==> src/rtl/ltb_ram.sv <==
// Generic simple dual-port RAM with registered read.
`timescale 1ns / 1ps
`default_nettype none

module ltb_ram #(
  parameter int unsigned Width = 8,
  parameter int unsigned Depth = 16,
  localparam int unsigned AddrW = (Depth > 1) ? $clog2(Depth) : 1
) (
  input  wire logic             clk_i,
  input  wire logic             we_i,
  input  wire logic [AddrW-1:0] waddr_i,
  input  wire logic [Width-1:0] wdata_i,
  input  wire logic [AddrW-1:0] raddr_i,
  output logic      [Width-1:0] rdata_o
);

  logic [Width-1:0] mem [Depth];

  always_ff @(posedge clk_i) begin
    if (we_i) begin
      mem[waddr_i] <= wdata_i;
    end
    rdata_o <= mem[raddr_i];
  end

endmodule

`default_nettype wire

==> config.mk <==
export PLATFORM = sky130hd
export DESIGN_NAME = ltb_ram
export DESIGN_NICKNAME = d
export VERILOG_FILES = /design/src/rtl/ltb_ram.sv
export SDC_FILE = /design/constraint.sdc
export NUM_CORES = 1
export LEC_CHECK = 0
export BUFFER_PORTS_ARGS = -buffer_cell sky130_fd_sc_hd__buf_2
export CORE_MARGIN = 5
export CORE_UTILIZATION = 31
export DETAILED_ROUTE_END_ITERATION = 8
export SLEW_MARGIN = 20
export SYNTH_ARGS = -nofsm -noshare
export SYNTH_HDL_FRONTEND = slang
export SYNTH_SLANG_ARGS = --single-unit
==> constraint.sdc <==
create_clock -name clk_i -period 1.9 [get_ports clk_i]
set_input_delay 0.095 -clock clk_i [delete_from_list [all_inputs] [get_ports clk_i]]
set_output_delay 0.095 -clock clk_i [all_outputs]
set_load 0.005 [all_outputs]
## After elaboration in Yosys (flattened, before gate mapping)

Memory sizes are Yosys's and may differ from the RTL's. A register that Yosys moved wholly into a read port is not among the register bits.
Cells that the tools add are included.

| operators by class | value |
|---|---|
| muxes and demuxes | 2 |

Operators with widths:

| cell | number |
|---|---|
| $mux 1 | 2 |

| word-level totals | value |
|---|---|
| flip-flop bits (word level) | 0 |
| memory bits (writable) | 128 |
| input bits | 18 |
| memories | 1 |

Memories:

| memory | depth | bits a word | read ports | clocked after Yosys merged registers in | wr ports | RTL line | RTL |
|---|---|---|---|---|---|---|---|
| mem | 16 | 8 | 1 | 1 | 1 | 18 | `logic [Width-1:0] mem [Depth];` |

## Longest topological paths before layout

Gate-level depths: netlist (run 1).

| logic depth | value |
|---|---|
| word-level depth | 2 |
| mapped depth | 5 |
| mapped depth without buffers | 3 |

## Worst setup path before layout (run 1)

No wires, ideal clock.

| timing path | value |
|---|---|
| path type | input to register |
| start | input waddr_i[2] |
| end | memory mem[0][0] (enable) |
| setup time | 0.383 ns |
| arrival | 1.205 ns |
| required time | 1.517 ns |
| slack | 0.312 ns |
| stages | 2 |
| cell sequence | or3b_2 > nor3_1 |

RTL lines:

| what | RTL line | RTL |
|---|---|---|
| start: declaration | 12 | `input wire logic [AddrW-1:0] waddr_i,` |
| end: declaration | 18 |  |

Straight into the memory's write port.

==> impl_metrics.env, run 1 <==
export IMPL_regToRegSetupSlack_ns=0.52
export IMPL_r2r_start="mem[2][2]$_DFFE_PP_"
export IMPL_cp_slowest_cell="mux4_1"
export IMPL_start_util_pct=31.26
export IMPL_clock_fmax_ghz=0.7270
export IMPL_yosysTopAreaCell="edfxtp_1"
export IMPL_hold_path_depth=1
export IMPL_setup_viol=0
export IMPL_coreArea_sq_um=16470
export IMPL_switching_share_pct=22.54
export IMPL_cts_hold_buf=0
export IMPL_port_buffer_count=25
export IMPL_final_area_sq_um=6216
export IMPL_synth_async_reset_ratio_pct=0
export IMPL_yosys_area_top_type_share_pct=74.67
export IMPL_dieArea_sq_um=19280
export IMPL_cp_max_fo=1
export IMPL_synth_commonest_cells="128 x edfxtp_1, 18 x mux4_2, 16 x a22oi_1"
export IMPL_critical_path_class="register to register"
export IMPL_switchingPower_uw=1516
export IMPL_nets=306
export IMPL_finalCritPeriodShare_pct=72.40
export IMPL_grt_usage_pct=10.89
export IMPL_post_cts_buffers=0
export IMPL_pwr_share_clk_pct=45.2
export IMPL_drtIter0Drc=353
export IMPL_post_drt_wl_per_cell_microns=19.26
export IMPL_worst_setup_path_start_kind="register"
export IMPL_finalClockSkew_ns=0.01101
export IMPL_synth_seq_cells=136
export IMPL_die_w_microns=138.9
export IMPL_ios=26
export IMPL_worstPathArrival_ns=1.66
export IMPL_drv_cap=0
export IMPL_hold_viol=0
export IMPL_crit_required_ns=2.18
export IMPL_status="completed"
export IMPL_synth_most_common_cell="edfxtp_1"
export IMPL_drcViolationCount=0
export IMPL_cts_sinks=136
export IMPL_clockBufferDepth=2
export IMPL_worst_pin_slew_ns=0.4123
export IMPL_dpl_cell_area_sq_um=5662
export IMPL_fillerInstances=1515
export IMPL_drv_slew=0
export IMPL_grt_pass1_wl_microns=15610
export IMPL_antenna_found_initial=0
export IMPL_wl_met2_microns=5185
export IMPL_rr_worst_depth=3
export IMPL_htree_num_levels=4
export IMPL_num_vias=2417
export IMPL_max_stage_delay_ns=0.51
export IMPL_startpoint="mem[2][2]$_DFFE_PP_"
export IMPL_drive_above_1_share_pct=33.55
export IMPL_grt_max_degree=17
export IMPL_hpwl_microns=6713
export IMPL_timing_rr_end="rdata_o[2]$_DFF_P_"
export IMPL_netlist_area_sq_um=5147
export IMPL_diodes=0
export IMPL_powerDensity_nw_per_um2=1082
export IMPL_syn_area_per_cell_sq_um=22.48
export IMPL_routabilityCongestion=0.7464
export IMPL_areaGrowthSynthToFinish_pct=20.76
export IMPL_cts_root_buf="clkbuf_16"
export IMPL_path_depth=3
export IMPL_grt_pass1_vias=2566
export IMPL_critical_path_top_delay_family="multiplexers"
export IMPL_grt_overflow=0
export IMPL_fin_tns_setup_ns=0
export IMPL_top_layer="met4"
export IMPL_yosysWarnings=0
export IMPL_synth_distinct_cells=19
export IMPL_hold_class="input pin to register"
export IMPL_cts_tree="yes"
export IMPL_totalWireLength_microns=10030
export IMPL_m1WireLength_microns=4282
export IMPL_die_height_microns=138.9
export IMPL_rsz0062_at_grt="no"
export IMPL_cp_end_kind="register"
export IMPL_synth_area_leaders="edfxtp_1 75%, mux4_2 7.9%, mux4_1 7.1%"
export IMPL_fp_row_count=47
export IMPL_p_int_uw=5211
export IMPL_syn_num_nets=247
export IMPL_cts_resized=0
export IMPL_seqPwrFrac_pct=50.1
export IMPL_irDropWorstVdd_mv=0.6306
export IMPL_crit_chain="mux4_1, a22oi_1, nand2_1"
export IMPL_synth_edff_count=128
export IMPL_critPathCapture="rdata_o[2]$_DFF_P_"
export IMPL_clk_pin_slew_ns=0.06
export IMPL_met3_length_microns=514
export IMPL_viasPerCell=4.639
export IMPL_drt_pass1_iter_count=4
export IMPL_slew_limit_headroom_pct=72.51
export IMPL_layout_min_cycle_time_ns=1.376
export IMPL_combPwrFrac_pct=4.7
export IMPL_synth_top_flop_cell="edfxtp_1"
export IMPL_final_util_pct=37.75
export IMPL_cp_num_buf_inv=0
export IMPL_ant_nets=0
export IMPL_power_leakage_uw=0.002101
export IMPL_clkLatencyLatePin_ns=0.41
export IMPL_syn_inst=229
export IMPL_yosysSeqAreaShare_pct=77.78
export IMPL_numCtsBuffers=17
==> cells in the final DEF, fill, tap and decap left out, types with 3 or more instances in the layout <==
cell / Yosys / routed
dfxtp_1: 8 / 8
clkbuf_16: 0 / 17
inv_8: 0 / 3
mux4_1: 14 / 14
nor3_1: 4 / 4
buf_4: 1 / 24
a22oi_1: 16 / 16
mux4_2: 18 / 18
nand2_1: 9 / 9
edfxtp_1: 128 / 128
inv_6: 0 / 7
nor2_1: 13 / 13
buf_2: 3 / 25
==> state kept, by name, summed over array words and instances, names as in the netlist <==
register	flops
mem	128
rdata_o	8
==> layer usage <==
layer,up-vias,track usage [%]
met5,-,0
li1,1093,-
met1,1253,14.07
met3,6,3.103
met4,0,3.399
met2,65,17.92
==> how the worst min path moves through the flow <==
stage | from | endpoint
floorplan | wdata_i[0] | mem[0][0]$_DFFE_PP_
CTS | wdata_i[4] | mem[7][4]$_DFFE_PP_
detailed placement | rdata_o[4]$_DFF_P_ | rdata_o[4]
global placement | rdata_o[7]$_DFF_P_ | rdata_o[7]
global route | wdata_i[4] | mem[6][4]$_DFFE_PP_
finish | wdata_i[4] | mem[6][4]$_DFFE_PP_
==> power groups by stage <==
stage | Combinational, uW | Sequential [uW] | Clock [uW]
2_1_floorplan | 170 | 3430 | 0
6_report | 313 | 3370 | 3040
3_3_place_gp | 310 | 3430 | 0
5_1_grt | 344 | 3380 | 3250
3_5_place_dp | 319 | 3440 | 0
4_1_cts | 320 | 3370 | 3110
==> through the flow <==
stage | power (uW) | cells | setup slack (ns) | hold slack (ns)
floorplan | 3603 | 229 | 0.3121 | 0.1939
global placement | 3744 | 489 | 0.3746 | 0.4776
detailed placement | 3756 | 489 | 0.3412 | 0.4810
CTS | 6800 | 521 | 0.5122 | 0.05388
global route | 6975 | 521 | 0.4308 | 0.06537
finish | 6727 | 521 | 0.5244 | 0.06698
==> area by class of cell <==
class / instances / area (sq um) / share of cell area [%]
repair buffers: 50 / 325.3 / 5.233
flip-flops and latches: 136 / 4004 / 64.41
well taps: 220 / 275.3 / 4.428
clock inverters: 15 / 128.9 / 2.073
clock buffers: 17 / 425.4 / 6.844
multi-input cells: 83 / 1057 / 17.01
==> cells by family (layout without fill, tap and decap cells) <==
kind of cell	after synthesis	count (layout)	share of synthesized area (%)
AOI/OAI and AO/OA	16	16	2.334
buffers and inverters	10	82	1.677
DFF	136	136	77.78
muxes	32	32	15.02
and+or+nand+nor	35	35	3.184
Power figures use the tool's default switching activity.
==> inputs of run 2 (changes only) <==
clock period = 1.2 ns   (was 1.9 ns; I/O delays follow)
==> run 2 against run 1 <==
Effect of this change: utilization up 0.30 points; critical endpoint unchanged; routed wire length down 3.2%; clock skew down 0.0051 ns; the run now ends with setup timing left; clock power grew 54%; worst hold slack worse by 0.037 ns; sequential cell count did not move; critical path type unchanged; largest power group unchanged; highest routed layer unchanged.
==> impl_metrics.env, run 2 (same netlist as run 1, synthesis figures left out) <==
export IMPL_irDropWorstVdd_mv=0.9982
export IMPL_worstPathArrival_ns=1.56
export IMPL_grt_overflow=0
export IMPL_die_w_microns=138.9
export IMPL_top_layer="met4"
export IMPL_htree_num_levels=4
export IMPL_met3_length_microns=497
export IMPL_ant_nets=0
export IMPL_violations="setup timing"
export IMPL_routabilityCongestion=0.6902
export IMPL_areaGrowthSynthToFinish_pct=21.73
export IMPL_finalClockSkew_ns=0.005939
export IMPL_cp_end_kind="register"
export IMPL_setup_viol=8
export IMPL_clkLatencyLatePin_ns=0.41
export IMPL_hold_ws_ns=0.02952
export IMPL_largest_reg_flops=128
export IMPL_slew_limit_headroom_pct=45.65
export IMPL_dieArea_sq_um=19280
export IMPL_antenna_found_initial=0
export IMPL_drv_cap=0
export IMPL_power_leakage_uw=0.002083
export IMPL_pre_cts_ws_ns=-0.3305
export IMPL_hold_viol=0
export IMPL_clockBufferDepth=2
export IMPL_totalWireLength_microns=9714
export IMPL_final_cell_mix="128 x edfxtp_1, 30 x mux4_2, 25 x buf_2"
export IMPL_dpl_cell_area_sq_um=5737
export IMPL_finalCritPeriodShare_pct=105.3
export IMPL_timing_final_ws_setup_ns=-0.06399
export IMPL_fin_tns_setup_ns=-0.2873
export IMPL_drive_above_1_share_pct=38.82
export IMPL_final_area_sq_um=6266
export IMPL_top_register="mem"
export IMPL_coreArea_sq_um=16470
export IMPL_viasPerCell=4.496
export IMPL_drtIter0Drc=236
export IMPL_cp_max_fo=1
export IMPL_diodes=0
export IMPL_nets=309
export IMPL_grt_max_degree=21
export IMPL_hold_class="input pin to register"
export IMPL_rsz0062_at_grt="yes"
export IMPL_worst_pin_slew_ns=0.8123
export IMPL_die_height_microns=138.9
export IMPL_top_regs="mem x128, rdata_o x8"
export IMPL_crit_required_ns=1.49
export IMPL_grt_pass1_wl_microns=15560
export IMPL_critical_path_class="register to register"
export IMPL_drv_slew=0
export IMPL_drt_pass1_iter_count=4
export IMPL_final_common_cell="edfxtp_1"
export IMPL_start_util_pct=31.26
export IMPL_powerDensity_nw_per_um2=1684
export IMPL_num_vias=2356
export IMPL_cts_tree="yes"
export IMPL_cp_slowest_cell="mux4_2"
export IMPL_numCtsBuffers=17
export IMPL_clk_pin_slew_ns=0.05
export IMPL_grt_usage_pct=10.98
export IMPL_status="finished, violations left"
export IMPL_fp_row_count=47
export IMPL_cts_sinks=136
export IMPL_layout_min_cycle_time_ns=1.264
export IMPL_worst_setup_path_start_kind="register"
export IMPL_m1WireLength_microns=4487
export IMPL_regToRegSetupSlack_ns=-0.06
export IMPL_ios=26
export IMPL_clock_fmax_ghz=0.7911
export IMPL_final_util_pct=38.05
export IMPL_max_stage_delay_ns=0.49
export IMPL_crit_chain="mux4_2, a22oi_2, nand2_1"
export IMPL_port_buffer_count=25
export IMPL_grt_pass1_vias=2571
export IMPL_wl_met2_microns=4629
export IMPL_hpwl_microns=6599
export IMPL_drcViolationCount=0
export IMPL_fillerInstances=1502
export IMPL_cts_root_buf="clkbuf_16"
export IMPL_post_drt_wl_per_cell_microns=18.54
## run 2: cell types whose count changed in the layout (fill, tap and decap cells not counted), sizes merged
cell      before  now
buf           50   53
inv           10    0
clkbuf        17   30
clkinvlp       2    0
clkinv         3    2
## run 2: layout make-up
class | count | area, sq um | share of cell area, %
multi-input cells | 83 | 1057 | 16.87
flip-flops and latches | 136 | 4004 | 63.90
clock inverters | 2 | 10.01 | 0.1597
repair buffers | 53 | 385.4 | 6.150
well taps | 220 | 275.3 | 4.393
clock buffers | 30 | 534.3 | 8.526
## run 2: routing by layer
| metal | vias to the layer above | GRT usage, % |
|---|---|---|
| met5 | - | 0 |
| met4 | 0 | 3.862 |
| met3 | 10 | 4.207 |
| met2 | 59 | 16.39 |
| met1 | 1202 | 14.79 |
| li1 | 1085 | - |
## run 2: stage by stage
stage	std cells	power [uW]
floorplan	229	5708
global placement	492	5948
detailed placement	492	5963
CTS	524	10640
global route	524	10950
finish	524	10550
## run 2: path summary, 6_finish.rpt
kind	from	to	cells past startpoint
setup / recovery	mem[3][2]$_DFFE_PP_	rdata_o[2]$_DFF_P_	3
hold / removal	wdata_i[4]	mem[2][4]$_DFFE_PP_	1
setup reg to reg	mem[3][2]$_DFFE_PP_	rdata_o[2]$_DFF_P_	3
hold reg to reg	mem[15][5]$_DFFE_PP_	rdata_o[5]$_DFF_P_	3
## run 2: critical path, delay by kind of cell (launching register included)
kind            cells  cell delay [ns]
simple gates        1             0.08
flops               1             0.36
mux                 1             0.49
compound gates      1             0.22
## run 2: power by group
group | total [uW] | switching, uW | internal (uW)
logic | 532 | 285 | 247
clock network | 4670 | 1710 | 2960
registers | 5350 | 30.8 | 5320
## run 2: what timing repair did
item,4_1_cts,5_1_grt
setup endpoints to repair,8,8
setup buffers,0,0
gates resized for setup,14,4
hold buffers,0,0
pin swaps,4,3
cloned,0,0
==> inputs of run 3 (changes only) <==
SKIP_LAST_GASP = 1   (was default)
TNS_END_PERCENT = 20   (was default)
==> run 3 against run 2 <==
Effect of this change: the run still ends with setup timing left; global-route usage rose by 0.41 points; clock skew rose by 0.0026 ns; worst hold slack improved by 0.0083 ns; final area rose by 2.5%; non-clock buffer count rose by 4; first-iteration DRC count fell by 29%; maximum frequency fell by 5.0%; total power rose by 7.8%; critical path depth did not move; sequential power barely moved; clock power rose by 17%; largest power group is now the clock network.
==> impl_metrics.env, run 3 (same netlist as run 1, synthesis figures left out) <==
export IMPL_grt_pass1_wl_microns=16310
export IMPL_areaGrowthSynthToFinish_pct=24.82
export IMPL_timing_final_ws_setup_ns=-0.1302
export IMPL_grt_overflow=0
export IMPL_drive_above_1_share_pct=38.31
export IMPL_final_cell_mix="128 x edfxtp_1, 28 x buf_4, 25 x buf_2"
export IMPL_hpwl_microns=6735
export IMPL_cts_tree="yes"
export IMPL_power_leakage_uw=0.002172
export IMPL_routabilityCongestion=0.7449
export IMPL_status="finished, violations left"
export IMPL_place_inst=496
export IMPL_worst_setup_path_start_kind="register"
export IMPL_drv_slew=0
export IMPL_violations="setup timing"
export IMPL_critical_path_class="register to register"
export IMPL_rsz0062_at_grt="yes"
export IMPL_grt_max_degree=17
export IMPL_antenna_found_initial=0
export IMPL_finalCritPeriodShare_pct=110.9
export IMPL_largest_reg_flops=128
export IMPL_drtIter0Drc=167
export IMPL_powerDensity_nw_per_um2=1771
export IMPL_drt_pass1_iter_count=5
export IMPL_clkLatencyLatePin_ns=0.41
export IMPL_worst_pin_slew_ns=0.9213
export IMPL_htree_num_levels=4
export IMPL_die_w_microns=138.9
export IMPL_dieArea_sq_um=19280
export IMPL_slew_limit_headroom_pct=38.35
export IMPL_irDropWorstVdd_mv=0.8870
export IMPL_grt_usage_pct=11.40
export IMPL_viasPerCell=4.640
export IMPL_finalClockSkew_ns=0.008506
export IMPL_ios=26
export IMPL_top_regs="mem x128, rdata_o x8"
export IMPL_drv_cap=0
export IMPL_post_drt_wl_per_cell_microns=19.32
export IMPL_clk_pin_slew_ns=0.06
export IMPL_hold_path_depth=1
export IMPL_fp_row_count=47
export IMPL_rr_worst_depth=3
export IMPL_cp_end_kind="register"
export IMPL_layoutNonFillerInstCount=528
export IMPL_drcViolationCount=0
export IMPL_top_register="mem"
export IMPL_worstPathArrival_ns=1.61
export IMPL_final_common_cell="edfxtp_1"
export IMPL_coreArea_sq_um=16470
export IMPL_start_util_pct=31.26
export IMPL_hold_viol=0
export IMPL_ant_nets=0
export IMPL_grt_pass1_vias=2656
export IMPL_crit_required_ns=1.48
export IMPL_cts_sinks=136
export IMPL_numCtsBuffers=17
export IMPL_setup_viol=8
export IMPL_clock_fmax_ghz=0.7518
export IMPL_fin_tns_setup_ns=-0.6638
export IMPL_totalWireLength_microns=10200
export IMPL_cts_root_buf="clkbuf_16"
export IMPL_post_cts_buffers=0
export IMPL_layout_min_cycle_time_ns=1.330
export IMPL_hold_class="input pin to register"
export IMPL_num_vias=2450
export IMPL_nets=313
export IMPL_die_height_microns=138.9
export IMPL_diodes=0
export IMPL_cp_max_fo=1
export IMPL_clockBufferDepth=2
export IMPL_port_buffer_count=25
[run 3: cell types whose count changed in the layout (fill, tap and decap cells not counted), sizes merged]
cell,before,now
bufinv,0,5
buf,53,57
clkinv,2,7
clkbuf,30,18
clkinvlp,0,2
[run 3: report_power, final]
group,internal (uW),switching (uW)
Combinational,260,299
Clock,3660,1820
Sequential,5310,25.0
[run 3: path summary, 6_finish.rpt]
check                              to            startpoint  slack, ns
setup / recovery   rdata_o[4]$_DFF_P_  mem[10][4]$_DFFE_PP_      -0.13
hold / removal    mem[2][1]$_DFFE_PP_            wdata_i[1]       0.04
setup reg to reg   rdata_o[4]$_DFF_P_  mem[10][4]$_DFFE_PP_      -0.13
hold reg to reg    rdata_o[5]$_DFF_P_  mem[13][5]$_DFFE_PP_       0.67
[run 3: area by class of cell]
cell class	instances	area [sq um]
fillers	1512	10040
repair buffers	57	415.4
clock inverters	14	205.2
well taps	220	275.3
clock buffers	18	429.2
flip-flops and latches	136	4004
multi-input cells	83	1096
[run 3: what timing repair did]
item,in CTS,in global routing
resized for setup,10,2
endpoints found under the setup margin,8,8
pin swaps,5,1
hold buffers,0,0
[run 3: metal layers]
metal  up-vias  part of all wire (%)  global-route usage (%)
met2        89                    47                   16.90
met4         0                  0.73                   4.068
met5         -                     0                       0
met1      1251                    43                   15.70
met3         7                   8.8                   3.897
li1       1103                     -                       -
[run 3: metrics by stage]
step	cell area (sq um)	worst slack, ns	utilization [%]	power (uW)	hold WS [ns]
floorplan	5152	-0.1261	-	5704	0.1589
global placement	5757	-0.4172	34.96	5972	0.4489
detailed placement	5757	-0.4090	34.96	5987	0.4421
CTS	6424	-0.1231	39.01	11510	0.02215
global route	6425	-0.1533	39.02	11790	0.03325
finish	6425	-0.1302	39.02	11380	0.03779
[run 3: critical path, stage by stage (launching register included)]
cell      delay (ns)
edfxtp_1        0.36
mux4_2          0.49
a22oi_2         0.22
nand2_1         0.13
