--- config.mk ---
export PLATFORM = sky130hd
export DESIGN_NAME = ltb_ctrl
export DESIGN_NICKNAME = d
export VERILOG_FILES = /design/src/rtl/ltb_pkg.sv /design/src/rtl/ltb_ctrl.sv
export SDC_FILE = /design/constraint.sdc
export NUM_CORES = 1
export LEC_CHECK = 0
export BUFFER_PORTS_ARGS = -buffer_cell sky130_fd_sc_hd__buf_2
export CAP_MARGIN = 20
export CORE_ASPECT_RATIO = 0.5
export CORE_MARGIN = 2
export CORE_UTILIZATION = 30
export DETAILED_ROUTE_END_ITERATION = 8
export GPL_TIMING_DRIVEN = 0
export HOLD_SLACK_MARGIN = 0.03
export PLACE_DENSITY = 0.5
export SLEW_MARGIN = 5
export SYNTH_ARGS = -nofsm -noshare
export SYNTH_HDL_FRONTEND = slang
export SYNTH_SLANG_ARGS = --single-unit
--- constraint.sdc ---
create_clock -name clk_i -period 10.1 [get_ports clk_i]
set_clock_uncertainty 0.15 [all_clocks]
set_input_delay 2.02 -clock clk_i [delete_from_list [all_inputs] [get_ports clk_i]]
set_output_delay 2.02 -clock clk_i [all_outputs]
set_load 0.05 [all_outputs]
--- src/rtl/ltb_pkg.sv ---
// Shared types and constants for the line-indexed text buffer.
`timescale 1ns / 1ps
`default_nettype none

package ltb_pkg;

  localparam int unsigned MaxChars = 4096;
  localparam int unsigned MaxLines = 1024;

  localparam logic [20:0] NewlineCp = 21'd10;

  typedef enum logic [2:0] {
    OP_INSERT    = 3'd0,
    OP_APPEND    = 3'd1,
    OP_DELETE    = 3'd2,
    OP_BACKSPACE = 3'd3,
    OP_READ_CP   = 3'd4,
    OP_READ_LINE = 3'd5
  } op_e;

  typedef enum logic [1:0] {
    ST_OK    = 2'd0,
    ST_FULL  = 2'd1,
    ST_RANGE = 2'd2
  } status_e;

  typedef enum logic [3:0] {
    S_IDLE,
    S_DECODE,
    S_RDL,
    S_EXEC,
    S_RD2,
    S_CSHIFT,
    S_LSHIFT,
    S_NLWR1,
    S_NLWR2,
    S_CINS,
    S_CDEL,
    S_JOIN,
    S_RDC,
    S_RDLN,
    S_DONE
  } state_e;

  // Shift engine: UP reads descending and writes one above, DOWN reads
  // ascending and writes one below, INPLACE rewrites the same entry.
  typedef enum logic [1:0] {
    EM_UP,
    EM_DOWN,
    EM_INPLACE
  } eng_mode_e;

  typedef enum logic [1:0] {
    D_NONE,
    D_INC,
    D_DEC
  } delta_e;

  typedef struct packed {
    logic [2:0]  opcode;
    logic [20:0] codepoint;
    logic [11:0] index;
  } in_t;

  typedef struct packed {
    logic [20:0] read_value;
    logic [12:0] line_start;
    logic [12:0] line_length;
    logic [9:0]  cursor_line;
    logic [12:0] cursor_column;
    logic [10:0] line_count;
    logic [12:0] total_codepoints;
    logic [1:0]  status;
  } res_t;

endpackage

`default_nettype wire

--- src/rtl/ltb_ctrl.sv ---
// Edit sequencer: cursor and count registers, shift engine, memory ports.
`timescale 1ns / 1ps
`default_nettype none

module ltb_ctrl
  import ltb_pkg::*;
#(
  parameter int unsigned MAX_CHARS = MaxChars,
  parameter int unsigned MAX_LINES = MaxLines,
  localparam int unsigned AW  = $clog2(MAX_CHARS),
  localparam int unsigned LW  = $clog2(MAX_LINES),
  localparam int unsigned CNW = $clog2(MAX_CHARS + 1),
  localparam int unsigned LCW = $clog2(MAX_LINES + 1),
  localparam int unsigned LDW = 2 * CNW
) (
  input  wire logic           clk_i,
  input  wire logic           rst_ni,
  input  wire logic           in_valid_i,
  output logic                in_ready_o,
  input  wire in_t            in_data_i,
  output logic                res_valid_o,
  input  wire logic           res_ready_i,
  output res_t                res_o,
  output logic                char_we_o,
  output logic [AW-1:0]       char_waddr_o,
  output logic [20:0]         char_wdata_o,
  output logic [AW-1:0]       char_raddr_o,
  input  wire logic [20:0]    char_rdata_i,
  output logic                line_we_o,
  output logic [LW-1:0]       line_waddr_o,
  output logic [LDW-1:0]      line_wdata_o,
  output logic [LW-1:0]       line_raddr_o,
  input  wire logic [LDW-1:0] line_rdata_i
);

  localparam int unsigned EW = (CNW > LCW) ? CNW : LCW;

  state_e state_q, state_d, after_q, after_d;
  eng_mode_e eng_mode_q, eng_mode_d;
  delta_e eng_dlt_q, eng_dlt_d;

  logic [2:0]     op_q, op_d;
  logic [20:0]    cp_q, cp_d;
  logic [11:0]    idx_q, idx_d;
  logic [LCW-1:0] lines_used_q, lines_used_d;
  logic [CNW-1:0] chars_used_q, chars_used_d;
  logic [LW-1:0]  cur_line_q, cur_line_d;
  logic [CNW-1:0] cur_col_q, cur_col_d;
  logic [CNW-1:0] ls_q, ls_d, ll_q, ll_d, pos_q, pos_d;
  logic [20:0]    rv_q, rv_d;
  logic [CNW-1:0] rls_q, rls_d, rll_q, rll_d;
  logic [1:0]     st_q, st_d;
  logic [EW-1:0]  eng_ptr_q, eng_ptr_d, eng_cnt_q, eng_cnt_d, eng_wa_q, eng_wa_d;
  logic           eng_pend_q, eng_pend_d;
  logic           l0_valid_q, rd_zero_q;

  logic [CNW-1:0] lrd_start, lrd_len, col_w, ins_pos, del_col, del_pos, adj_start;
  logic           is_nl, lines_full, chars_full, has_next, at_end, eng_done;
  logic           idx_ok_c, idx_ok_l;
  logic [EW-1:0]  ext_line, ext_lines, ext_chars;

  // Entry 0 of the line table reads as zero until it is first written.
  assign lrd_start = (rd_zero_q && !l0_valid_q) ? '0 : line_rdata_i[LDW-1:CNW];
  assign lrd_len   = (rd_zero_q && !l0_valid_q) ? '0 : line_rdata_i[CNW-1:0];

  assign col_w      = (cur_col_q > ll_q) ? ll_q : cur_col_q;
  assign is_nl      = (cp_q == NewlineCp);
  assign lines_full = (lines_used_q >= LCW'(MAX_LINES));
  assign chars_full = (chars_used_q >= CNW'(MAX_CHARS));
  assign ext_line   = EW'(cur_line_q);
  assign ext_lines  = EW'(lines_used_q);
  assign ext_chars  = EW'(chars_used_q);
  assign has_next   = (ext_line + EW'(1)) < ext_lines;
  assign at_end     = (col_w == ll_q);
  assign eng_done   = (eng_cnt_q == '0) && !eng_pend_q;
  assign idx_ok_c   = 32'(idx_q) < 32'(chars_used_q);
  assign idx_ok_l   = 32'(idx_q) < 32'(lines_used_q);
  assign ins_pos    = ((ls_q + col_w) > chars_used_q) ? chars_used_q : (ls_q + col_w);
  assign del_col    = (op_q == OP_BACKSPACE) ? (col_w - CNW'(1)) : col_w;
  assign del_pos    = ls_q + del_col;

  always_comb begin
    case (eng_dlt_q)
      D_INC:   adj_start = lrd_start + CNW'(1);
      D_DEC:   adj_start = lrd_start - CNW'(1);
      default: adj_start = lrd_start;
    endcase
  end

  assign in_ready_o  = (state_q == S_IDLE);
  assign res_valid_o = (state_q == S_DONE);

  always_comb begin
    res_o.read_value       = rv_q;
    res_o.line_start       = 13'(rls_q);
    res_o.line_length      = 13'(rll_q);
    res_o.cursor_line      = 10'(cur_line_q);
    res_o.cursor_column    = 13'(cur_col_q);
    res_o.line_count       = 11'(lines_used_q);
    res_o.total_codepoints = 13'(chars_used_q);
    res_o.status           = st_q;
  end

  // Next state
  always_comb begin
    state_d = state_q;
    case (state_q)
      S_IDLE:   if (in_valid_i) state_d = S_DECODE;
      S_DECODE: begin
        case (op_q)
          OP_INSERT, OP_APPEND, OP_DELETE, OP_BACKSPACE: state_d = S_RDL;
          OP_READ_CP:   state_d = idx_ok_c ? S_RDC : S_DONE;
          OP_READ_LINE: state_d = idx_ok_l ? S_RDLN : S_DONE;
          default:      state_d = S_DONE;
        endcase
      end
      S_RDL:    state_d = S_EXEC;
      S_EXEC: begin
        case (op_q)
          OP_INSERT: begin
            if (is_nl) state_d = lines_full ? S_DONE : S_LSHIFT;
            else       state_d = chars_full ? S_DONE : S_CSHIFT;
          end
          OP_DELETE: begin
            if (at_end) state_d = has_next ? S_RD2 : S_DONE;
            else        state_d = S_CSHIFT;
          end
          OP_BACKSPACE: begin
            if (col_w == '0) state_d = (cur_line_q != '0) ? S_RD2 : S_DONE;
            else             state_d = S_CSHIFT;
          end
          default: state_d = S_DONE;
        endcase
      end
      S_RD2:    state_d = S_LSHIFT;
      S_CSHIFT: if (eng_done) state_d = after_q;
      S_LSHIFT: if (eng_done) state_d = after_q;
      S_NLWR1:  state_d = S_NLWR2;
      S_NLWR2:  state_d = S_DONE;
      S_CINS:   state_d = S_LSHIFT;
      S_CDEL:   state_d = S_LSHIFT;
      S_JOIN:   state_d = S_DONE;
      S_RDC:    state_d = S_DONE;
      S_RDLN:   state_d = S_DONE;
      S_DONE:   if (res_ready_i) state_d = S_IDLE;
      default:  state_d = S_IDLE;
    endcase
  end

  // Datapath and memory ports
  always_comb begin
    op_d = op_q;  cp_d = cp_q;  idx_d = idx_q;
    lines_used_d = lines_used_q;  chars_used_d = chars_used_q;
    cur_line_d = cur_line_q;  cur_col_d = cur_col_q;
    ls_d = ls_q;  ll_d = ll_q;  pos_d = pos_q;
    rv_d = rv_q;  rls_d = rls_q;  rll_d = rll_q;  st_d = st_q;
    eng_ptr_d = eng_ptr_q;  eng_cnt_d = eng_cnt_q;  eng_wa_d = eng_wa_q;
    eng_pend_d = eng_pend_q;  eng_mode_d = eng_mode_q;  eng_dlt_d = eng_dlt_q;
    after_d = after_q;
    char_we_o = 1'b0;  char_waddr_o = '0;  char_wdata_o = cp_q;  char_raddr_o = '0;
    line_we_o = 1'b0;  line_waddr_o = '0;  line_wdata_o = '0;  line_raddr_o = '0;

    case (state_q)
      S_IDLE: begin
        if (in_valid_i) begin
          op_d  = in_data_i.opcode;
          cp_d  = in_data_i.codepoint;
          idx_d = in_data_i.index;
          rv_d  = '0;  rls_d = '0;  rll_d = '0;
          st_d  = ST_OK;
        end
      end
      S_DECODE: begin
        case (op_q)
          OP_READ_CP: begin
            if (idx_ok_c) char_raddr_o = AW'(idx_q);
            else          st_d = ST_RANGE;
          end
          OP_READ_LINE: begin
            if (idx_ok_l) line_raddr_o = LW'(idx_q);
            else          st_d = ST_RANGE;
          end
          OP_APPEND: line_raddr_o = LW'(lines_used_q - LCW'(1));
          default:   line_raddr_o = cur_line_q;
        endcase
      end
      S_RDL: begin
        ls_d = lrd_start;
        ll_d = lrd_len;
      end
      S_EXEC: begin
        eng_pend_d = 1'b0;
        eng_dlt_d  = D_NONE;
        case (op_q)
          OP_INSERT: begin
            cur_col_d = col_w;
            if (is_nl) begin
              if (lines_full) begin
                st_d = ST_FULL;
              end else begin
                eng_mode_d = EM_UP;
                eng_ptr_d  = ext_lines - EW'(1);
                eng_cnt_d  = ext_lines - ext_line - EW'(1);
                after_d    = S_NLWR1;
              end
            end else if (chars_full) begin
              st_d = ST_FULL;
            end else begin
              pos_d      = ins_pos;
              eng_mode_d = EM_UP;
              eng_ptr_d  = ext_chars - EW'(1);
              eng_cnt_d  = ext_chars - EW'(ins_pos);
              after_d    = S_CINS;
            end
          end
          OP_APPEND: begin
            if (is_nl) begin
              if (lines_full) begin
                st_d = ST_FULL;
              end else begin
                line_we_o    = 1'b1;
                line_waddr_o = LW'(lines_used_q);
                line_wdata_o = {ls_q + ll_q, CNW'(0)};
                lines_used_d = lines_used_q + LCW'(1);
                cur_line_d   = cur_line_q + LW'(1);
                cur_col_d    = '0;
              end
            end else if (chars_full) begin
              st_d = ST_FULL;
            end else begin
              char_we_o    = 1'b1;
              char_waddr_o = AW'(chars_used_q);
              char_wdata_o = cp_q;
              line_we_o    = 1'b1;
              line_waddr_o = LW'(lines_used_q - LCW'(1));
              line_wdata_o = {ls_q, ll_q + CNW'(1)};
              chars_used_d = chars_used_q + CNW'(1);
              cur_col_d    = cur_col_q + CNW'(1);
            end
          end
          OP_DELETE, OP_BACKSPACE: begin
            cur_col_d = col_w;
            if ((op_q == OP_DELETE) ? at_end : (col_w == '0)) begin
              // line join: fetch the neighbor entry
              if (op_q == OP_DELETE) line_raddr_o = cur_line_q + LW'(1);
              else                   line_raddr_o = cur_line_q - LW'(1);
            end else begin
              cur_col_d  = del_col;
              pos_d      = del_pos;
              eng_mode_d = EM_DOWN;
              eng_ptr_d  = EW'(del_pos) + EW'(1);
              eng_cnt_d  = ext_chars - EW'(del_pos) - EW'(1);
              after_d    = S_CDEL;
            end
          end
          default: ;
        endcase
      end
      S_RD2: begin
        line_we_o  = 1'b1;
        eng_mode_d = EM_DOWN;
        eng_dlt_d  = D_NONE;
        eng_pend_d = 1'b0;
        after_d    = S_JOIN;
        if (op_q == OP_DELETE) begin
          line_waddr_o = cur_line_q;
          line_wdata_o = {ls_q, ll_q + lrd_len};
          eng_ptr_d    = ext_line + EW'(2);
          eng_cnt_d    = ext_lines - ext_line - EW'(2);
        end else begin
          line_waddr_o = cur_line_q - LW'(1);
          line_wdata_o = {lrd_start, lrd_len + ll_q};
          cur_col_d    = lrd_len;
          eng_ptr_d    = ext_line + EW'(1);
          eng_cnt_d    = ext_lines - ext_line - EW'(1);
        end
      end
      S_CSHIFT, S_LSHIFT: begin
        if (state_q == S_CSHIFT) begin
          char_we_o    = eng_pend_q;
          char_waddr_o = AW'(eng_wa_q);
          char_wdata_o = char_rdata_i;
          char_raddr_o = AW'(eng_ptr_q);
        end else begin
          line_we_o    = eng_pend_q;
          line_waddr_o = LW'(eng_wa_q);
          line_wdata_o = {adj_start, lrd_len};
          line_raddr_o = LW'(eng_ptr_q);
        end
        if (eng_cnt_q != '0) begin
          eng_pend_d = 1'b1;
          eng_cnt_d  = eng_cnt_q - EW'(1);
          case (eng_mode_q)
            EM_UP: begin
              eng_wa_d  = eng_ptr_q + EW'(1);
              eng_ptr_d = eng_ptr_q - EW'(1);
            end
            EM_DOWN: begin
              eng_wa_d  = eng_ptr_q - EW'(1);
              eng_ptr_d = eng_ptr_q + EW'(1);
            end
            default: begin
              eng_wa_d  = eng_ptr_q;
              eng_ptr_d = eng_ptr_q + EW'(1);
            end
          endcase
        end else begin
          eng_pend_d = 1'b0;
        end
      end
      S_NLWR1: begin
        line_we_o    = 1'b1;
        line_waddr_o = cur_line_q + LW'(1);
        line_wdata_o = {ls_q + cur_col_q, ll_q - cur_col_q};
      end
      S_NLWR2: begin
        line_we_o    = 1'b1;
        line_waddr_o = cur_line_q;
        line_wdata_o = {ls_q, cur_col_q};
        lines_used_d = lines_used_q + LCW'(1);
        cur_line_d   = cur_line_q + LW'(1);
        cur_col_d    = '0;
      end
      S_CINS, S_CDEL: begin
        line_we_o    = 1'b1;
        line_waddr_o = cur_line_q;
        eng_mode_d   = EM_INPLACE;
        eng_pend_d   = 1'b0;
        eng_ptr_d    = ext_line + EW'(1);
        eng_cnt_d    = ext_lines - ext_line - EW'(1);
        after_d      = S_DONE;
        if (state_q == S_CINS) begin
          char_we_o    = 1'b1;
          char_waddr_o = AW'(pos_q);
          char_wdata_o = cp_q;
          line_wdata_o = {ls_q, ll_q + CNW'(1)};
          chars_used_d = chars_used_q + CNW'(1);
          cur_col_d    = cur_col_q + CNW'(1);
          eng_dlt_d    = D_INC;
        end else begin
          line_wdata_o = {ls_q, ll_q - CNW'(1)};
          chars_used_d = chars_used_q - CNW'(1);
          eng_dlt_d    = D_DEC;
        end
      end
      S_JOIN: begin
        lines_used_d = lines_used_q - LCW'(1);
        if (op_q == OP_BACKSPACE) cur_line_d = cur_line_q - LW'(1);
      end
      S_RDC:  rv_d = char_rdata_i;
      S_RDLN: begin
        rls_d = lrd_start;
        rll_d = lrd_len;
      end
      default: ;
    endcase
  end

  always_ff @(posedge clk_i or negedge rst_ni) begin
    if (!rst_ni) begin
      state_q      <= S_IDLE;
      after_q      <= S_DONE;
      lines_used_q <= LCW'(1);
      chars_used_q <= '0;
      cur_line_q   <= '0;
      cur_col_q    <= '0;
      eng_pend_q   <= 1'b0;
      eng_cnt_q    <= '0;
      l0_valid_q   <= 1'b0;
    end else begin
      state_q      <= state_d;
      after_q      <= after_d;
      lines_used_q <= lines_used_d;
      chars_used_q <= chars_used_d;
      cur_line_q   <= cur_line_d;
      cur_col_q    <= cur_col_d;
      eng_pend_q   <= eng_pend_d;
      eng_cnt_q    <= eng_cnt_d;
      if (line_we_o && (line_waddr_o == '0)) l0_valid_q <= 1'b1;
    end
  end

  always_ff @(posedge clk_i) begin
    op_q       <= op_d;
    cp_q       <= cp_d;
    idx_q      <= idx_d;
    ls_q       <= ls_d;
    ll_q       <= ll_d;
    pos_q      <= pos_d;
    rv_q       <= rv_d;
    rls_q      <= rls_d;
    rll_q      <= rll_d;
    st_q       <= st_d;
    eng_ptr_q  <= eng_ptr_d;
    eng_wa_q   <= eng_wa_d;
    eng_mode_q <= eng_mode_d;
    eng_dlt_q  <= eng_dlt_d;
    rd_zero_q  <= (line_raddr_o == '0);
  end

endmodule

`default_nettype wire

# Word-level counts from Yosys, hierarchy flattened
# Index checks and enable logic that the tools add are counted.
# totals
wordCells	304
regBits	223
in_bits	87
# op_classes
magnitude_cmp	7
n_mux	141
n_addsub	31
n_eq_ne	52
reduce_logical	49
# ops
op	count
13-bit two-way mux	29
26-bit two-way mux	6
13-bit case mux with 2 select lines	6
13-bit case mux with 4 select lines	3
26-bit case mux with 6 select lines	1
10-bit two-way mux	15
12-bit two-way mux	11
13-bit by 1-bit subtractor with 13-bit output, second input constant	7
10-bit case mux with 3 select lines	3
13-bit by 1-bit adder with 13-bit output, second input constant	6
12-bit case mux with 2 select lines	3
13-bit adder	5
21-bit two-way mux	3
4-bit two-way mux	14
10-bit case mux with 5 select lines	1
11-bit two-way mux	4
21-bit case mux with 2 select lines	1
13-bit case mux with 3 select lines	1
13-bit subtractor	3
12-bit case mux with 3 select lines	1
4-bit case mux with 3 select lines	3
4-bit case mux with 9 select lines	1
11-bit case mux with 3 select lines	1
4-bit equality test, second input constant	7
61 further kinds	145

# Depth between registers and ports, before layout
# logic_depth
ltp_word	10
depth_mapped	41
ltp_nobuf	37

# Worst setup path after synthesis
# Ideal clock, no wire load.
# synth_timing
path_kind	flip-flop to flip-flop
start	reg cur_col_q[1]
end	reg eng_cnt_q[10]
n_path_buf	4
path_stages_with_launch	38
setup_time_ns	0.090
arrival_time_ns	8.337
setup_slack_ns	1.523
period_less_slack_ns	8.577
cell_sequence	dfrtp_1 clkbuf_1 inv_1 ha_1 nor2b_1 o31a_1 a31oi_1 a21o_1 buf_6 buf_4 mux2i_1 inv_1 ha_1 fa_1 a211oi_1 o31ai_1 o211ai_1 o21a_1 (+2 left out) a21o_1 a21oi_1 o221ai_1 o21ai_1 clkbuf_1 mux2i_1 inv_1 fa_1 nand2b_1 a21oi_1 o211ai_1 and3_1 a311oi_1 o2111a_1 nor3_1 o31ai_1 a21oi_1 o221ai_1
# synth_between
elab_chain_cells	10
# synth_rtl
element	line	rtl
start: declaration	ltb_ctrl.sv:48	logic [CNW-1:0] cur_col_q, cur_col_d;
start signal: assignment	ltb_ctrl.sv:376	cur_col_q <= cur_col_d;
13-bit > comparator	ltb_ctrl.sv:66	assign col_w = (cur_col_q > ll_q) ? ll_q : cur_col_q;
13-bit two-way mux *	ltb_ctrl.sv:66	
13-bit by 1-bit subtractor with 13-bit output / 13-bit adder (equally long branches)	ltb_ctrl.sv:79, ltb_ctrl.sv:78	
13-bit two-way mux / 13-bit > comparator (equally long branches)	ltb_ctrl.sv:79, ltb_ctrl.sv:78	
13-bit adder / 13-bit two-way mux (equally long branches)	ltb_ctrl.sv:80, ltb_ctrl.sv:78	
13-bit subtractor (on tied branches)	ltb_ctrl.sv:252, ltb_ctrl.sv:212	
13-bit by 1-bit subtractor with 13-bit output / 13-bit two-way mux (equally long branches)	ltb_ctrl.sv:252, ltb_ctrl.sv:206	
13-bit two-way mux (on tied branches)	ltb_ctrl.sv:243, ltb_ctrl.sv:197	
13-bit case mux with 2 select lines	ltb_ctrl.sv:194	case (op_q)
13-bit case mux with 4 select lines	ltb_ctrl.sv:163	case (state_q)
end signal: assignment	ltb_ctrl.sv:378	eng_cnt_q <= eng_cnt_d;
end: declaration	ltb_ctrl.sv:53	logic [EW-1:0] eng_ptr_q, eng_ptr_d, eng_cnt_q, eng_cnt_d, eng_wa_q, eng_wa_d;
# Every way passes the cells marked *; elsewhere a longest branch is shown, timed or not. The select of a mux whose other input is x is not followed.
# A chain may end at the register's enable or synchronous reset.

# Final worst setup path
# layout_timing
start	reg cur_col_q[6]
end	reg eng_cnt_q[12]
# The elaborated chain is that of the path after synthesis.

==> out/summary.txt <==
Synthesized cell area: 22640 sq um
Worst Path Arrival: 9920 ps
Most frequent CP cell: ha_1
Crit path required time: 10460 ps
Tcrit/Tclk final: 94.71%
DRC violations left: 0
Nets: 3357
Die Span X: 392.5 um
Layout cells sized above 1: 14.42%
Yosys warning total: 0
Site row count: 71
Routed WL: 111800 um
DR WL/cell: 27.16 um
Count of different cell masters after synthesis: 94
Layout area overhead: 17.04%
Clk slew on worst S/H paths: 70 ps
DP HPWL: 90050 um
First-pass GRT wire length: 156900 um
Most frequent cells in the layout: buf_2, nor2_1, nand2_1, a21oi_1, xnor2_1
Top-Level Pins: 278
Status: complete, no violations
Endpoints failing hold: 0
Starting Density: 30.24%
WS Path Type: reg2reg
CTS root buffer: clkbuf_16
Grt ovf: 0
Die height: 198.3 um
Post-DRT Antenna Nets: 0
1st-iter DRT viols: 2822
Via/cell ratio: 5.851
Asr flop ratio synth: 31.53%
Port bufs: 277
HP Class: reg2reg
Gr usage total: 27.54%
Mean area per synthesized cell: 8.222 sq um
Pin count of the biggest net entering global routing: 46
Critical path fanouts, max: 10
CP Launch Point: cur_col_q[6]
Area of the core: 74890 sq um
Pre-CTS WS: -698.6 ps
Seq/Total Area, Yosys: 27.87%
Initial antenna violation count: 0
Cell taking the most area after synthesis: edfxtp_1
Vias in the first global route: 22132
Max_cap viols: 0
DR pass1 iterations: 8
Cells after Synth: 2754
Post-synth EDFFs: 151
Post-route minimum period: 9566 ps
Die area: 77830 sq um
Reg2reg start: cur_col_q[6]
CTS H-Tree Depth: 1
Most common cell after layout, fill and taps aside: buf_2
Top cells by area, synth: edfxtp_1, ha_1, xnor2_1
Final worst slack: 534.3 ps
Worst Setup End Kind: flip-flop
Clock Path Buffers: 3
CTS Sinks: 222
Vias: 24076
Worst slew margin: 15.82%
Routability cong.: 1.019
Util after Layout: 35.39%
Max-slew violation count: 0
Worst-margin pin slew: 1258 ps
Slowest stage delay, CP: 450 ps
Most used DFF post-synth: edfxtp_1
Slowest stage cell, crit path: dfrtp_1
Area share of the largest cell type after synthesis: 20.02%
TritonCTS clock tree: done
Skew-Pair Late Insertion Delay: 610 ps
Hold Crit Start: l0_valid_q
Setup TNS: 0 ps
Syn Nets: 3039
Total CTS buffers: 27
Max Freq: 104.5 MHz
Final Setup Violations: 0
Yosys reg bits: 222
Worst Setup Start Kind: flip-flop
through the flow:
stage                     hold slack, ps  cells  cell area, sq um
after floorplan                    282.5   2754             22640
after global placement             317.7   4053             25310
after detailed placement           304.5   4060             25430
after CTS                          332.3   4108             26340
after global routing               359.8   4114             26500
final                              334.5   4115             26500
registers in the layout, summed over array words and instances (netlist names), 2 cells and up:
register	flops
eng_mode_q	2
ls_q	13
eng_ptr_q	12
eng_cnt_q	13
op_q	3
state_q	4
pos_q	12
eng_dlt_q	2
cur_col_q	13
cp_q	21
after_q	4
idx_q	12
rls_q	13
chars_used_q	13
st_q	2
cur_line_q	10
lines_used_q	11
eng_wa_q	12
rll_q	13
rv_q	21
ll_q	13
timing repair:
| item | CTS | global route |
|---|---|---|
| endpoints found under the setup margin | 6 | 6 |
| resized for setup | 13 | 29 |
| pin swaps | 0 | 5 |
| hold buffers | 0 | 0 |
| setup buffers | 0 | 4 |
path summary, 6_finish.rpt:
path / slack, ps / cells past startpoint / end
setup / recovery: 530 / 39 / eng_cnt_q[12]
setup reg to reg: 530 / 39 / eng_cnt_q[12]
hold reg to reg: 330 / 1 / l0_valid_q
min in group asynchronous: 1210 / 1 / cur_col_q[9]
max in group asynchronous: 7870 / 2 / lines_used_q[0]
hold / removal: 330 / 1 / l0_valid_q
layer usage:
layer  wire, um  GRT usage [%]  up-vias
met5          0              0        -
met4       4186          8.940        0
met3       9775          5.650      201
met2      48910          42.30     1162
met1      48900          38.43    11885
li1           -              -    10828
cells by family after synthesis:
family          synth area share [%]
fa+ha+maj                      11.27
flops                          27.87
compound gates                 23.62
xor+xnor                       10.47
mux                            2.835
buf+inv                        5.327
simple gates                   18.62
critical path: cells and delay by family, from the launching register on:
family	cells	cell delay (ps)
DFF	1	450
and+or+nand+nor	8	1630
AOI/OAI and AO/OA	16	3440
buffers and inverters	7	1430
muxes	1	340
adders and majority gates	5	1630
xor gates and xnor gates	2	400
Yosys cell counts (all sizes together), types with 8 or more instances:
| master | count |
|---|---|
| nor2 | 260 |
| and3 | 24 |
| buf | 29 |
| fa | 10 |
| nand4 | 23 |
| a221oi | 20 |
| o32ai | 8 |
| nor4 | 29 |
| nand2 | 252 |
| ha | 188 |
| and2 | 27 |
| a22o | 16 |
| xnor2 | 193 |
| mux2i | 33 |
| a222oi | 31 |
| a221o | 14 |
| o21bai | 12 |
| o21ai | 169 |
| edfxtp | 151 |
| o2111ai | 10 |
| nor3 | 89 |
| a21o | 37 |
| a211oi | 26 |
| a21oi | 199 |
| nand2b | 28 |
| mux2 | 27 |
| o22ai | 34 |
| nand3 | 82 |
| a22oi | 26 |
| or3 | 26 |
| a31oi | 24 |
| o21a | 19 |
| xor2 | 75 |
| o221ai | 32 |
| clkbuf | 126 |
| inv | 149 |
| o31ai | 17 |
| dfrtp | 66 |
| nor2b | 22 |
| o211ai | 30 |
area by class of cell:
| cell class | instances | area, sq um |
|---|---|---|
| diodes | 1 | 2.502 |
| fillers | 7981 | 48390 |
| multi-input cells | 2221 | 15230 |
| flip-flops and latches | 222 | 6316 |
| clock buffers | 30 | 686.9 |
| well taps | 1022 | 1279 |
| plain buffers | 153 | 635.6 |
| clock inverters | 19 | 200.2 |
| inverters | 156 | 585.6 |
| repair buffers | 291 | 1565 |
Power is left out: the tool's default activity adds up to more than one toggle a clock period on the data nets, which glitch-free logic cannot reach.
